$ cat src/qdec_pkg.sv
package qdec_pkg;

    localparam int S_TDATA_W = 8;
    localparam int M_TDATA_W = 40;
    localparam int CNT_W     = 16;
    localparam int PINS_W    = 4;
    localparam int STAT_W    = 6;

    typedef enum logic [1:0] {
        REQ_PIN_CHANGE = 2'd0,
        REQ_READ_COUNT = 2'd1,
        REQ_READ_STAT  = 2'd2,
        REQ_INIT       = 2'd3
    } req_kind_t;

    typedef struct packed {
        req_kind_t         kind;
        logic [PINS_W-1:0] pins;
        logic              clear_counts;
    } req_t;

    typedef struct packed {
        logic [STAT_W-1:0] status_byte;
        logic [CNT_W-1:0]  count_two;
        logic [CNT_W-1:0]  count_one;
    } result_t;

endpackage

$ cat src/qdec_in_stage.sv
module qdec_in_stage (
    input  logic           aclk,
    input  logic           aresetn,
    input  logic           s_tvalid,
    output logic           s_tready,
    input  qdec_pkg::req_t req_in,
    input  logic           take,
    output logic           req_valid,
    output qdec_pkg::req_t req_out
);

    logic           valid_reg;
    logic           valid_next;
    qdec_pkg::req_t req_reg;

    assign s_tready   = !valid_reg || take;
    assign valid_next = (s_tvalid && s_tready) || (valid_reg && !take);

    always_ff @(posedge aclk) begin
        if (!aresetn) begin
            valid_reg <= 1'b0;
        end else begin
            valid_reg <= valid_next;
        end
    end

    // hold the item until the core takes it
    always_ff @(posedge aclk) begin
        if (s_tvalid && s_tready) begin
            req_reg <= req_in;
        end
    end

    assign req_valid = valid_reg;
    assign req_out   = req_reg;

endmodule

$ cat src/qdec_core.sv
module qdec_core (
    input  logic                    aclk,
    input  logic                    aresetn,
    input  logic                    req_valid,
    input  qdec_pkg::req_t          req,
    output logic                    take,
    output logic                    m_tvalid,
    input  logic                    m_tready,
    output qdec_pkg::result_t       result
);

    logic [qdec_pkg::PINS_W-1:0] prev_pins_reg, prev_pins_next;
    logic [1:0]                  err_reg, err_next;
    logic [qdec_pkg::CNT_W-1:0]  cnt_one_reg, cnt_one_next;
    logic [qdec_pkg::CNT_W-1:0]  cnt_two_reg, cnt_two_next;
    logic                        m_valid_reg, m_valid_next;
    qdec_pkg::result_t           res_reg, res_next;

    logic                        out_free;
    logic                        has_result;
    logic                        fire;
    logic [qdec_pkg::PINS_W-1:0] diff;
    logic [qdec_pkg::CNT_W-1:0]  step_one, step_two;

    function automatic logic [qdec_pkg::CNT_W-1:0] step(
        input logic a_new, input logic b_new, input logic a_old, input logic b_old);
        logic up;
        logic dn;
        up = a_new ^ b_old;
        dn = b_new ^ a_old;
        if (up && !dn) begin
            step = qdec_pkg::CNT_W'(1);
        end else if (dn && !up) begin
            step = '1;
        end else begin
            step = '0;
        end
    endfunction

    assign out_free   = !m_valid_reg || m_tready;
    assign has_result = (req.kind == qdec_pkg::REQ_READ_COUNT) ||
                        (req.kind == qdec_pkg::REQ_READ_STAT);
    assign take       = req_valid && (!has_result || out_free);
    assign fire       = take;

    assign diff     = req.pins ^ prev_pins_reg;
    assign step_one = step(req.pins[0], req.pins[1], prev_pins_reg[0], prev_pins_reg[1]);
    assign step_two = step(req.pins[2], req.pins[3], prev_pins_reg[2], prev_pins_reg[3]);

    always_comb begin
        prev_pins_next = prev_pins_reg;
        err_next       = err_reg;
        cnt_one_next   = cnt_one_reg;
        cnt_two_next   = cnt_two_reg;
        res_next       = res_reg;
        if (fire) begin
            case (req.kind)
                qdec_pkg::REQ_PIN_CHANGE: begin
                    cnt_one_next   = cnt_one_reg + step_one;
                    cnt_two_next   = cnt_two_reg + step_two;
                    err_next       = err_reg | {&diff[3:2], &diff[1:0]};
                    prev_pins_next = req.pins;
                end
                qdec_pkg::REQ_READ_COUNT: begin
                    res_next.count_one   = cnt_one_reg;
                    res_next.count_two   = cnt_two_reg;
                    res_next.status_byte = '0;
                    if (req.clear_counts) begin
                        cnt_one_next = '0;
                        cnt_two_next = '0;
                    end
                end
                qdec_pkg::REQ_READ_STAT: begin
                    res_next.count_one   = '0;
                    res_next.count_two   = '0;
                    res_next.status_byte = {err_reg, prev_pins_reg};
                    err_next             = '0;
                end
                default: begin
                    cnt_one_next   = '0;
                    cnt_two_next   = '0;
                    err_next       = '0;
                    prev_pins_next = req.pins;
                end
            endcase
        end
    end

    assign m_valid_next = (fire && has_result) || (m_valid_reg && !m_tready);

    always_ff @(posedge aclk) begin
        if (!aresetn) begin
            prev_pins_reg <= '0;
            err_reg       <= '0;
            cnt_one_reg   <= '0;
            cnt_two_reg   <= '0;
            m_valid_reg   <= 1'b0;
        end else begin
            prev_pins_reg <= prev_pins_next;
            err_reg       <= err_next;
            cnt_one_reg   <= cnt_one_next;
            cnt_two_reg   <= cnt_two_next;
            m_valid_reg   <= m_valid_next;
        end
    end

    always_ff @(posedge aclk) begin
        res_reg <= res_next;
    end

    assign m_tvalid = m_valid_reg;
    assign result   = res_reg;

endmodule

$ cat src/dual_quadrature_decoder.sv
// Channel | Direction | tdata (low bit up)                              | tuser
// s_      | in        | pins[3:0], clear_counts, 3 zero bits            | req_type[1:0]
// m_      | out       | count_one[15:0], count_two[15:0], status_byte[5:0], 2 zero bits | -
//
// One item per cycle save read stalls: input register, then decode/update, result register.
// A read item accepted at one edge shows its result from the next edge unless stalled.
// Pin-change and init items leave no result and never wait on m_tready.
// A read item waits in the input register only while the result register is full and stalled.
// aresetn clears counts, error flags, stored pins and both valid flags.
module dual_quadrature_decoder (
    input  logic                              aclk,
    input  logic                              aresetn,
    input  logic                              s_tvalid,
    output logic                              s_tready,
    input  logic [qdec_pkg::S_TDATA_W-1:0]    s_tdata,   // pins[3:0], clear_counts
    input  logic [1:0]                        s_tuser,   // req_type
    output logic                              m_tvalid,
    input  logic                              m_tready,
    output logic [qdec_pkg::M_TDATA_W-1:0]    m_tdata    // count_one, count_two, status_byte
);

    qdec_pkg::req_t    req_in;
    qdec_pkg::req_t    req_q;
    qdec_pkg::result_t result;
    logic              req_valid;
    logic              take;

    assign req_in.kind         = qdec_pkg::req_kind_t'(s_tuser);
    assign req_in.pins         = s_tdata[qdec_pkg::PINS_W-1:0];
    assign req_in.clear_counts = s_tdata[qdec_pkg::PINS_W];

    qdec_in_stage u_in (
        .aclk      (aclk),
        .aresetn   (aresetn),
        .s_tvalid  (s_tvalid),
        .s_tready  (s_tready),
        .req_in    (req_in),
        .take      (take),
        .req_valid (req_valid),
        .req_out   (req_q)
    );

    qdec_core u_core (
        .aclk      (aclk),
        .aresetn   (aresetn),
        .req_valid (req_valid),
        .req       (req_q),
        .take      (take),
        .m_tvalid  (m_tvalid),
        .m_tready  (m_tready),
        .result    (result)
    );

    assign m_tdata = {2'b00, result};

endmodule

$ cat config.mk
export PLATFORM = sky130hd
export DESIGN_NAME = dual_quadrature_decoder
export DESIGN_NICKNAME = d
export VERILOG_FILES = /design/src/qdec_pkg.sv /design/src/qdec_in_stage.sv /design/src/qdec_core.sv /design/src/dual_quadrature_decoder.sv
export SDC_FILE = /design/constraint.sdc
export NUM_CORES = 1
export LEC_CHECK = 0
export ABC_CLOCK_PERIOD_IN_PS = 10810
export BUFFER_PORTS_ARGS = -buffer_cell sky130_fd_sc_hd__buf_2
export CORE_MARGIN = 1.5
export CORE_UTILIZATION = 30
export CTS_CLUSTER_DIAMETER = 40
export DETAILED_ROUTE_END_ITERATION = 16
export GPL_TIMING_DRIVEN = 0
export PLACE_DENSITY_LB_ADDON = 0.15
export SYNTH_ARGS = -nofsm -noshare
export SYNTH_HDL_FRONTEND = slang
export SYNTH_SLANG_ARGS = --single-unit
$ cat constraint.sdc
create_clock -name aclk -period 10.81 [get_ports aclk]
set_clock_uncertainty 0.15 [all_clocks]
set_input_delay 1.081 -clock aclk [delete_from_list [all_inputs] [get_ports aclk]]
set_output_delay 1.081 -clock aclk [all_outputs]
set_load 0.02 [all_outputs]
# == Word-level counts from Yosys, hierarchy flattened ==
# Index checks and enable logic that the tools add are counted.
# Widths: inputs -> output; s select.
# op_classes
add_sub_neg,2
eq_ne,3
n_mux,9
n_bitwise,9
n_reduce_logical,33
# ops
op,n
$pmux 16 s3,2
$mux 16,5
$pmux 38 s2,1
$add 16x16->16,2
$reduce_and 2->1,5
$logic_and 1x1->1,9
$logic_not 1->1,9
$logic_or 1x1->1,6
$pmux 2 s2,1
$xor 1x1->1,4
$xor 4x4->4,1
$not 1->1,3
$reduce_and 3->1,1
$eq 2x1->1 const B,1
$eq 2x2->1 const B,1
$logic_not 2->1,1
$ne 2x2->1 const B,1
$or 2x2->2,1
$reduce_bool 2->1,1
$reduce_or 2->1,1
# word_totals
ff_bits,85
inputBits,14

# == Logic depth before layout (Yosys ltp) ==
# Gate-level depths: netlist (run 1).
# depth
depth_word,8
mapped_depth,14
mapped_depth_nobuf,11

# == Modules after synthesis ==
# From an unflattened synthesis (run 1), not the netlist that was laid out.
# hier_totals
hier_cells,617
hier_area_um2,5441.5
# by_module_without_submodules
mod,instances,cells_per_inst,area_per_inst_um2,seq_area_each_um2
qdec_core,1,602,5154.9,1921.8
qdec_in_stage,1,12,267.8,230.2
dual_quadrature_decoder,1,3,18.8,0.0

# == Worst setup path after synthesis (run 1) ==
# OpenSTA, ideal clock, no wires.
# synth_timing
path_kind,register to register
startpoint,register u_in.req_reg (netlist bit u_in.req_out[3])
endpoint,register u_core.cnt_two_reg[10] (netlist bit)
setup_ns,0.070
arrival_time_ns,3.274
path_slack_ns,7.316
stages_incl_launch_ff,15
cell_sequence,edfxtp_1 xnor2_1 ha_1 buf_2 buf_2 buf_2 buf_2 xor2_1 ha_1 or3_1 a21oi_1 nor3_1 mux2i_1 o311ai_0 a21boi_1
# synth_between
elab_chain_len,7
elab_cells_between_ends,8
# synth_lines
item,line,source
"start, declared",qdec_in_stage.sv:14,qdec_pkg::req_t req_reg;
"start signal, assigned",qdec_in_stage.sv:30,req_reg <= req_in;
$xor 1x1->1 (*),qdec_core.sv:29,up = a_new ^ b_old;
$logic_not 1->1,qdec_core.sv:33,end else if (dn && !up) begin
$logic_and 1x1->1,qdec_core.sv:33,
$mux 16,qdec_core.sv:33,
$mux 16 (*),qdec_core.sv:31,if (up && !dn) begin
$add 16x16->16 (*),qdec_core.sv:60,cnt_two_next = cnt_two_reg + step_two;
$pmux 16 s3 (*),qdec_core.sv:57,case (req.kind)
"end signal, assigned",qdec_core.sv:102,cnt_two_reg <= cnt_two_next;
"end, declared",qdec_core.sv:15,"logic [qdec_pkg::CNT_W-1:0] cnt_two_reg, cnt_two_next;"
# Mark *: on every way between the ends. The rest lies on a longest branch, timed or not.
# A chain may end at the register's enable or synchronous reset.

# == Worst setup path in the final report (run 1) ==
# layout_timing
startpoint,register u_in.req_reg (netlist bit u_in.req_out[1])
endpoint,register u_core.cnt_one_reg[10] (netlist bit)
# layout_between
elab_chain_len,7
elab_cells_between_ends,8
# layout_lines
item,line,source
$xor 1x1->1 (*),qdec_core.sv:29,
$logic_not 1->1,qdec_core.sv:33,
$logic_and 1x1->1,qdec_core.sv:33,
$mux 16,qdec_core.sv:33,
$mux 16 (*),qdec_core.sv:31,
$add 16x16->16 (*),qdec_core.sv:59,cnt_one_next = cnt_one_reg + step_one;
$pmux 16 s3 (*),qdec_core.sv:57,
"end signal, assigned",qdec_core.sv:101,cnt_one_reg <= cnt_one_next;
"end, declared",qdec_core.sv:14,"logic [qdec_pkg::CNT_W-1:0] cnt_one_reg, cnt_one_next;"
# Marked as above.

==> reports/summary.txt, run 1 <==
status -> finished clean
number of flip-flops in the largest register -> 38
CTS tree -> built
area growth from synthesis to layout -> 16.0%
Vias/cell -> 5.50
Tot Pwr -> 0.903 mW
Initial Utilization -> 30.6%
Post-Route Setup TNS -> 0 ns
VDD IR-drop max -> 78.3 uV
Hold WC Path Type -> register to register
share of the synthesized area in the top cell type -> 24.5%
post-CTS setup buffers -> 0
commonest non-fill, non-tap cell in the layout -> buf_2
setup violators final -> 0
largest net degree at the start of global routing -> 27
Seq/Total Area, Yosys -> 39.0%
Register Area -> 0.00215 mm2
total global routing overflow -> 0
post-synthesis sequential element count -> 85
Distinct cells, synth -> 75
core box area -> 0.0180 mm2
antenna fix cells -> 0
EDFF count, synth -> 45
Post-Synth Adder-Cell Area -> 3.40%
gpl congestion -> 0.904
fin cells -> 923
Async SR Flop Fraction -> 0%
I/O pin total -> 56
Die Wd -> 139 um
DP Area -> 0.00609 mm2
Most used DFF post-synth -> edfxtp_1
share of layout cells above drive strength 1 -> 13.4%
Max-slew headroom -> 50.6%
multi-input logic area -> 0.00310 mm2
top cell type by total area after synthesis -> edfxtp_1
CP Max Fanout -> 10
endpoints failing hold -> 0
Crit Path Class -> register to register
Post-Synth XOR/XNOR Area -> 3.33%
crit end category -> register
area of the die -> 0.0192 mm2
drc violations -> 0
CTS Hold Bufs -> 0
via count -> 5077
fin crit period -> 4.67 ns
Avg Inst Size Synth -> 8.82 um2
fin area -> 0.00641 mm2
Critical Path RT -> 10.88 ns
Skew-Pair Late Insertion Delay -> 0.35 ns
synthesized area -> 0.00552 mm2
Worst Path Arrival -> 4.74 ns
vias in the first global route -> 4864
antenna-violating nets left -> 0
post-CTS sizing -> 0
simple-gate share of the synthesized area -> 23.6%
hpwl dp -> 11800 um
max capacitance violation total -> 0
Tot GR Track Use -> 17.0%
drt first-iter violations -> 397
initial antenna violation count -> 0
Max Fclk -> 0.214 GHz
Final nets -> 718
CTS Sinks -> 85
Final period util -> 43.2%
synth warn -> 0
I/O Buffers -> 50
CTS Buffer Depth -> 2
WL/cell -> 18.0 um
fill count -> 1926
most area-consuming cells after synthesis -> edfxtp_1 24%, dfxtp_1 15%, nor2b_1 4.1%
final wirelength -> 16700 um
site row count -> 49
Worst Tran Pin Value -> 0.738 ns
First-pass DRT Iterations -> 5
DIE HEIGHT -> 139 um
commonest cells after routing, fill and taps aside -> 61 x buf_2, 45 x edfxtp_1, 42 x clkbuf_1
total CTS buffers -> 9
Power Dens Cells -> 141 mW/mm2
LEAKAGE -> 2.42 nW
unrepaired setup endpoints after global routing -> false
Mapped Cells -> 626
H-Tree Depth -> 3
mux contribution to synthesized area -> 1.90%
CP startpoint kind -> register
main combinational cell family by area after synthesis -> simple AND/OR/NAND/NOR gates
first-pass GRT wire length -> 26100 um
Reg clk slew, reported paths -> 0.06 ns
hold_ws -> 0.314 ns
compound-cell area share of the yosys netlist -> 23.6%
Final Max Slew Viols -> 0
CTS root buffer -> clkbuf_16
DP Cell Count -> 907
==> path summary, 6_finish.rpt <==
| path | startpoint | to | slack (ns) | depth (start not counted) |
|---|---|---|---|---|
| hold reg to reg | u_core.cnt_one_reg[14] | u_core.cnt_one_reg[14] | 0.31 | 2 |
| setup reg to reg | u_in.req_out[1] | u_core.cnt_one_reg[10] | 6.14 | 14 |
| setup / recovery | u_in.req_out[1] | u_core.cnt_one_reg[10] | 6.14 | 14 |
| hold / removal | u_core.cnt_one_reg[14] | u_core.cnt_one_reg[14] | 0.31 | 2 |
==> critical path, stage by stage (launching register included) <==
cell      delay (ns)
edfxtp_1        0.44
xnor2_1         0.29
ha_1            0.37
buf_2           0.28
buf_2           0.29
buf_4           0.22
clkbuf_1        0.51
xor2_1          0.20
ha_1            0.20
a21boi_1        0.16
o22ai_1         0.23
o311a_1         0.44
nor4_1          0.51
or2_2           0.20
mux2i_1         0.06
==> metal layers <==
metal  global-route usage [%]  up-vias  part of all wire (%)
li1                         -     2461                     -
met2                     26.5      166                    44
met5                        0        -                     0
met1                     23.5     2426                    48
met3                     2.80       24                   5.8
met4                     6.41        0                   1.9
==> kinds of logic (layout without fill, tap and decap cells) <==
logic type | after synthesis | in the layout
XOR/XNOR | 21 | 21
multiplexers | 10 | 10
flip-flops | 85 | 85
AND/OR/NAND/NOR | 233 | 233
other | 1 | 2
buffers and inverters | 69 | 136
adder cells (fa/ha/maj) | 15 | 15
AO/OA/AOI/OAI | 192 | 192
==> report_power, final <==
part | internal (mW) | total (mW) | leakage [nW] | switching (mW)
logic | 0.0683 | 0.194 | 1.51 | 0.125
registers | 0.359 | 0.371 | 0.751 | 0.0116
clock network | 0.208 | 0.338 | 0.159 | 0.131
==> per-stage QoR <==
step                utilization, %  worst slack (ns)
floorplan                        -              7.32
global placement              33.6              6.24
detailed placement            33.8              6.23
CTS                           35.5              6.21
global route                  35.5              5.88
finish                        35.5              6.14
==> synthesized netlist by cell type (all sizes together), types with 8 or more instances <==
master / count
and2: 13
a31oi: 10
o31a: 9
buf: 14
xnor2: 10
mux2i: 9
dfxtp: 40
or3: 11
nor2: 42
clkbuf: 41
edfxtp: 45
nand3: 21
nor3: 11
o21ai: 47
nand2b: 10
nand2: 38
ha: 15
a21o: 8
inv: 13
a21oi: 42
nor2b: 36
xor2: 11
==> cell type report <==
type                            instances  area share [%]
Buffer                                 55            3.61
Inverter                               14           0.820
Multi-Input combinational cell        473            48.3
Tap cell                              229            4.47
Timing Repair Buffer                   51            4.22
Clock buffer                           11            3.79
Clock inverter                          5            1.17
Sequential cell                        85            33.6
(Power assumes the default switching activity.)
==> run 2, diff against run 1 <==
ABC_CLOCK_PERIOD_IN_PS = 4100   (was 10810)
clock period = 4.1 ns   (was 10.81 ns; I/O delays follow)
==> reports/summary.txt, run 2 (synthesis gave the netlist of run 1 again) <==
status -> finished clean (unchanged)
area growth from synthesis to layout -> 18.7% (was 16.0%)
core box area -> 0.0180 mm2 (unchanged)
Tot GR Track Use -> 17.1% (was 17.0%)
I/O Buffers -> 50 (unchanged)
CTS root buffer -> clkbuf_16 (unchanged)
total CTS buffers -> 9 (unchanged)
CTS tree -> built (unchanged)
LEAKAGE -> 2.47 nW (was 2.42 nW)
VDD IR-drop max -> 207 uV (was 78.3 uV)
CTS Sinks -> 85 (unchanged)
antenna fix cells -> 0 (unchanged)
fin crit period -> 3.86 ns (was 4.67 ns)
CP Max Fanout -> 10 (unchanged)
r2r endpoint -> u_core.cnt_one_reg[10] (unchanged)
I/O pin total -> 56 (unchanged)
Tot Pwr -> 2.40 mW (was 0.903 mW)
Final period util -> 94.2% (was 43.2%)
max capacitance violation total -> 0 (unchanged)
Crit Path Class -> register to register (unchanged)
number of flip-flops in the largest register -> 38 (unchanged)
hold_ws -> 0.0838 ns (was 0.314 ns)
critical-path cell list -> xnor2_2 > ha_4 > clkbuf_4 > clkbuf_4 > buf_4 > clkbuf_4 > xor2_1 > ha_1 > a21boi_1 > o22ai_2 > nor4_1 > nor4_4 > or2_2 > mux2i_1 (was xnor2_1 > ha_1 > buf_2 > buf_2 > buf_4 > clkbuf_1 > xor2_1 > ha_1 > a21boi_1 > o22ai_1 > o311a_1 > nor4_1 > or2_2 > mux2i_1)
H-Tree Depth -> 3 (unchanged)
CTS Buffer Depth -> 2 (unchanged)
Final Max Slew Viols -> 0 (unchanged)
share of layout cells above drive strength 1 -> 15.6% (was 13.4%)
final wirelength -> 16700 um (about the same)
Reg clk slew, reported paths -> 0.06 ns (about the same)
kind of cell adding the most delay to the critical path -> simple AND/OR/NAND/NOR gates (was buffers and inverters)
Hold WC Path Type -> primary input to register (was register to register)
total global routing overflow -> 0 (unchanged)
drc violations -> 0 (unchanged)
crit end category -> register (unchanged)
R2R depth -> 14 (unchanged)
CP Depth -> 14 (unchanged)
Max-slew headroom -> 50.6% (about the same)
commonest cells after routing, fill and taps aside -> 55 x buf_2, 45 x edfxtp_1, 41 x clkbuf_1, 41 x nor2_1, 41 x o21ai_0 (was 61 x buf_2, 45 x edfxtp_1, 42 x clkbuf_1)
endpoints failing hold -> 0 (unchanged)
Skew-Pair Late Insertion Delay -> 0.35 ns (about the same)
area of the die -> 0.0192 mm2 (unchanged)
vias in the first global route -> 4924 (was 4864)
Worst Tran Pin Value -> 0.737 ns (was 0.738 ns)
CP max-delay cell -> nor4_1 (was clkbuf_1)
gpl congestion -> 0.904 (unchanged)
Die Wd -> 139 um (unchanged)
first-pass GRT wire length -> 26400 um (was 26100 um)
Vias/cell -> 5.57 (was 5.50)
DIE HEIGHT -> 139 um (unchanged)
Critical Path RT -> 4.23 ns (was 10.88 ns)
Worst Path Arrival -> 3.99 ns (was 4.74 ns)
hpwl dp -> 11800 um (unchanged)
FF-to-FF Start -> u_in.req_out[1] (unchanged)
First-pass DRT Iterations -> 5 (unchanged)
Worst path max stage delay -> 0.54 ns (was 0.51 ns)
via count -> 5143 (was 5077)
flop2flop setup slack -> 0.24 ns (was 6.14 ns)
Initial Utilization -> 30.6% (unchanged)
Buf+Inv Stages, Crit Path -> 4 (unchanged)
drt first-iter violations -> 382 (was 397)
initial antenna violation count -> 0 (unchanged)
setup violators final -> 0 (unchanged)
CP startpoint kind -> register (unchanged)
WL/cell -> 18.1 um (was 18.0 um)
crit path from -> u_in.req_out[1] (unchanged)
antenna-violating nets left -> 0 (unchanged)
commonest non-fill, non-tap cell in the layout -> buf_2 (unchanged)
Power Dens Cells -> 366 mW/mm2 (was 141 mW/mm2)
most frequent CP cell -> clkbuf_4
CP endpoint -> u_core.cnt_one_reg[10] (unchanged)
largest net degree at the start of global routing -> 27 (unchanged)
site row count -> 49 (unchanged)
Max Fclk -> 0.259 GHz (was 0.214 GHz)
Final nets -> 718 (unchanged)
run 2: final cells by class:
| type | instances | area (um2) |
|---|---|---|
| Inverter | 14 | 52.6 |
| Tap cell | 229 | 287 |
| Sequential cell | 85 | 2150 |
| Timing Repair Buffer | 52 | 278 |
| Clock inverter | 5 | 75.1 |
| Fill cell | 1921 | 11500 |
| Clock buffer | 11 | 243 |
| Buffer | 54 | 243 |
| Multi-Input combinational cell | 473 | 3230 |
run 2: where the power goes:
group          leakage (nW)  internal, mW  switching (mW)
clock network         0.159         0.548           0.346
logic                  1.55         0.191           0.337
registers             0.751         0.947          0.0319
total                  2.47          1.69           0.714
run 2: worst min path at each step:
stage,startpoint,to,cells after the start
2_1_floorplan,u_core.err_reg[0],u_core.err_reg[0],2
3_3_place_gp,u_core.err_reg[0],u_core.err_reg[0],2
3_5_place_dp,u_core.cnt_one_reg[14],u_core.cnt_one_reg[14],2
4_1_cts,s_tdata[0],u_in.req_out[1],1
5_1_grt,s_tdata[0],u_in.req_out[1],1
6_report,s_tdata[0],u_in.req_out[1],1
run 2: repair_timing:
item / CTS / global route
hold buffers: 0 / 0
resized for setup: 13 / 15
pin swaps: 0 / 1
setup endpoints to repair: 12 / 11
buffers inserted: 0 / 1
run 2: per-layer routing:
metal / global-route usage (%) / up-vias / part of all wire [%]
met3: 2.76 / 23 / 5.1
li1: - / 2465 / -
met4: 6.58 / 0 / 1.9
met1: 23.6 / 2478 / 48
met2: 27.0 / 177 / 45
met5: 0 / - / 0
run 2: metrics by stage:
step / util (%) / worst slack [ns] / cells / cell area, um2 / setup TNS (ns)
CTS: 35.9 / 0.0331 / 923 / 6470 / 0
detailed placement: 33.8 / -0.477 / 907 / 6090 / -3.14
global route: 36.4 / -0.00268 / 923 / 6560 / -0.00268
floorplan: - / 0.606 / 627 / 5530 / 0
global placement: 33.6 / -0.470 / 906 / 6060 / -3.38
finish: 36.4 / 0.237 / 923 / 6560 / 0
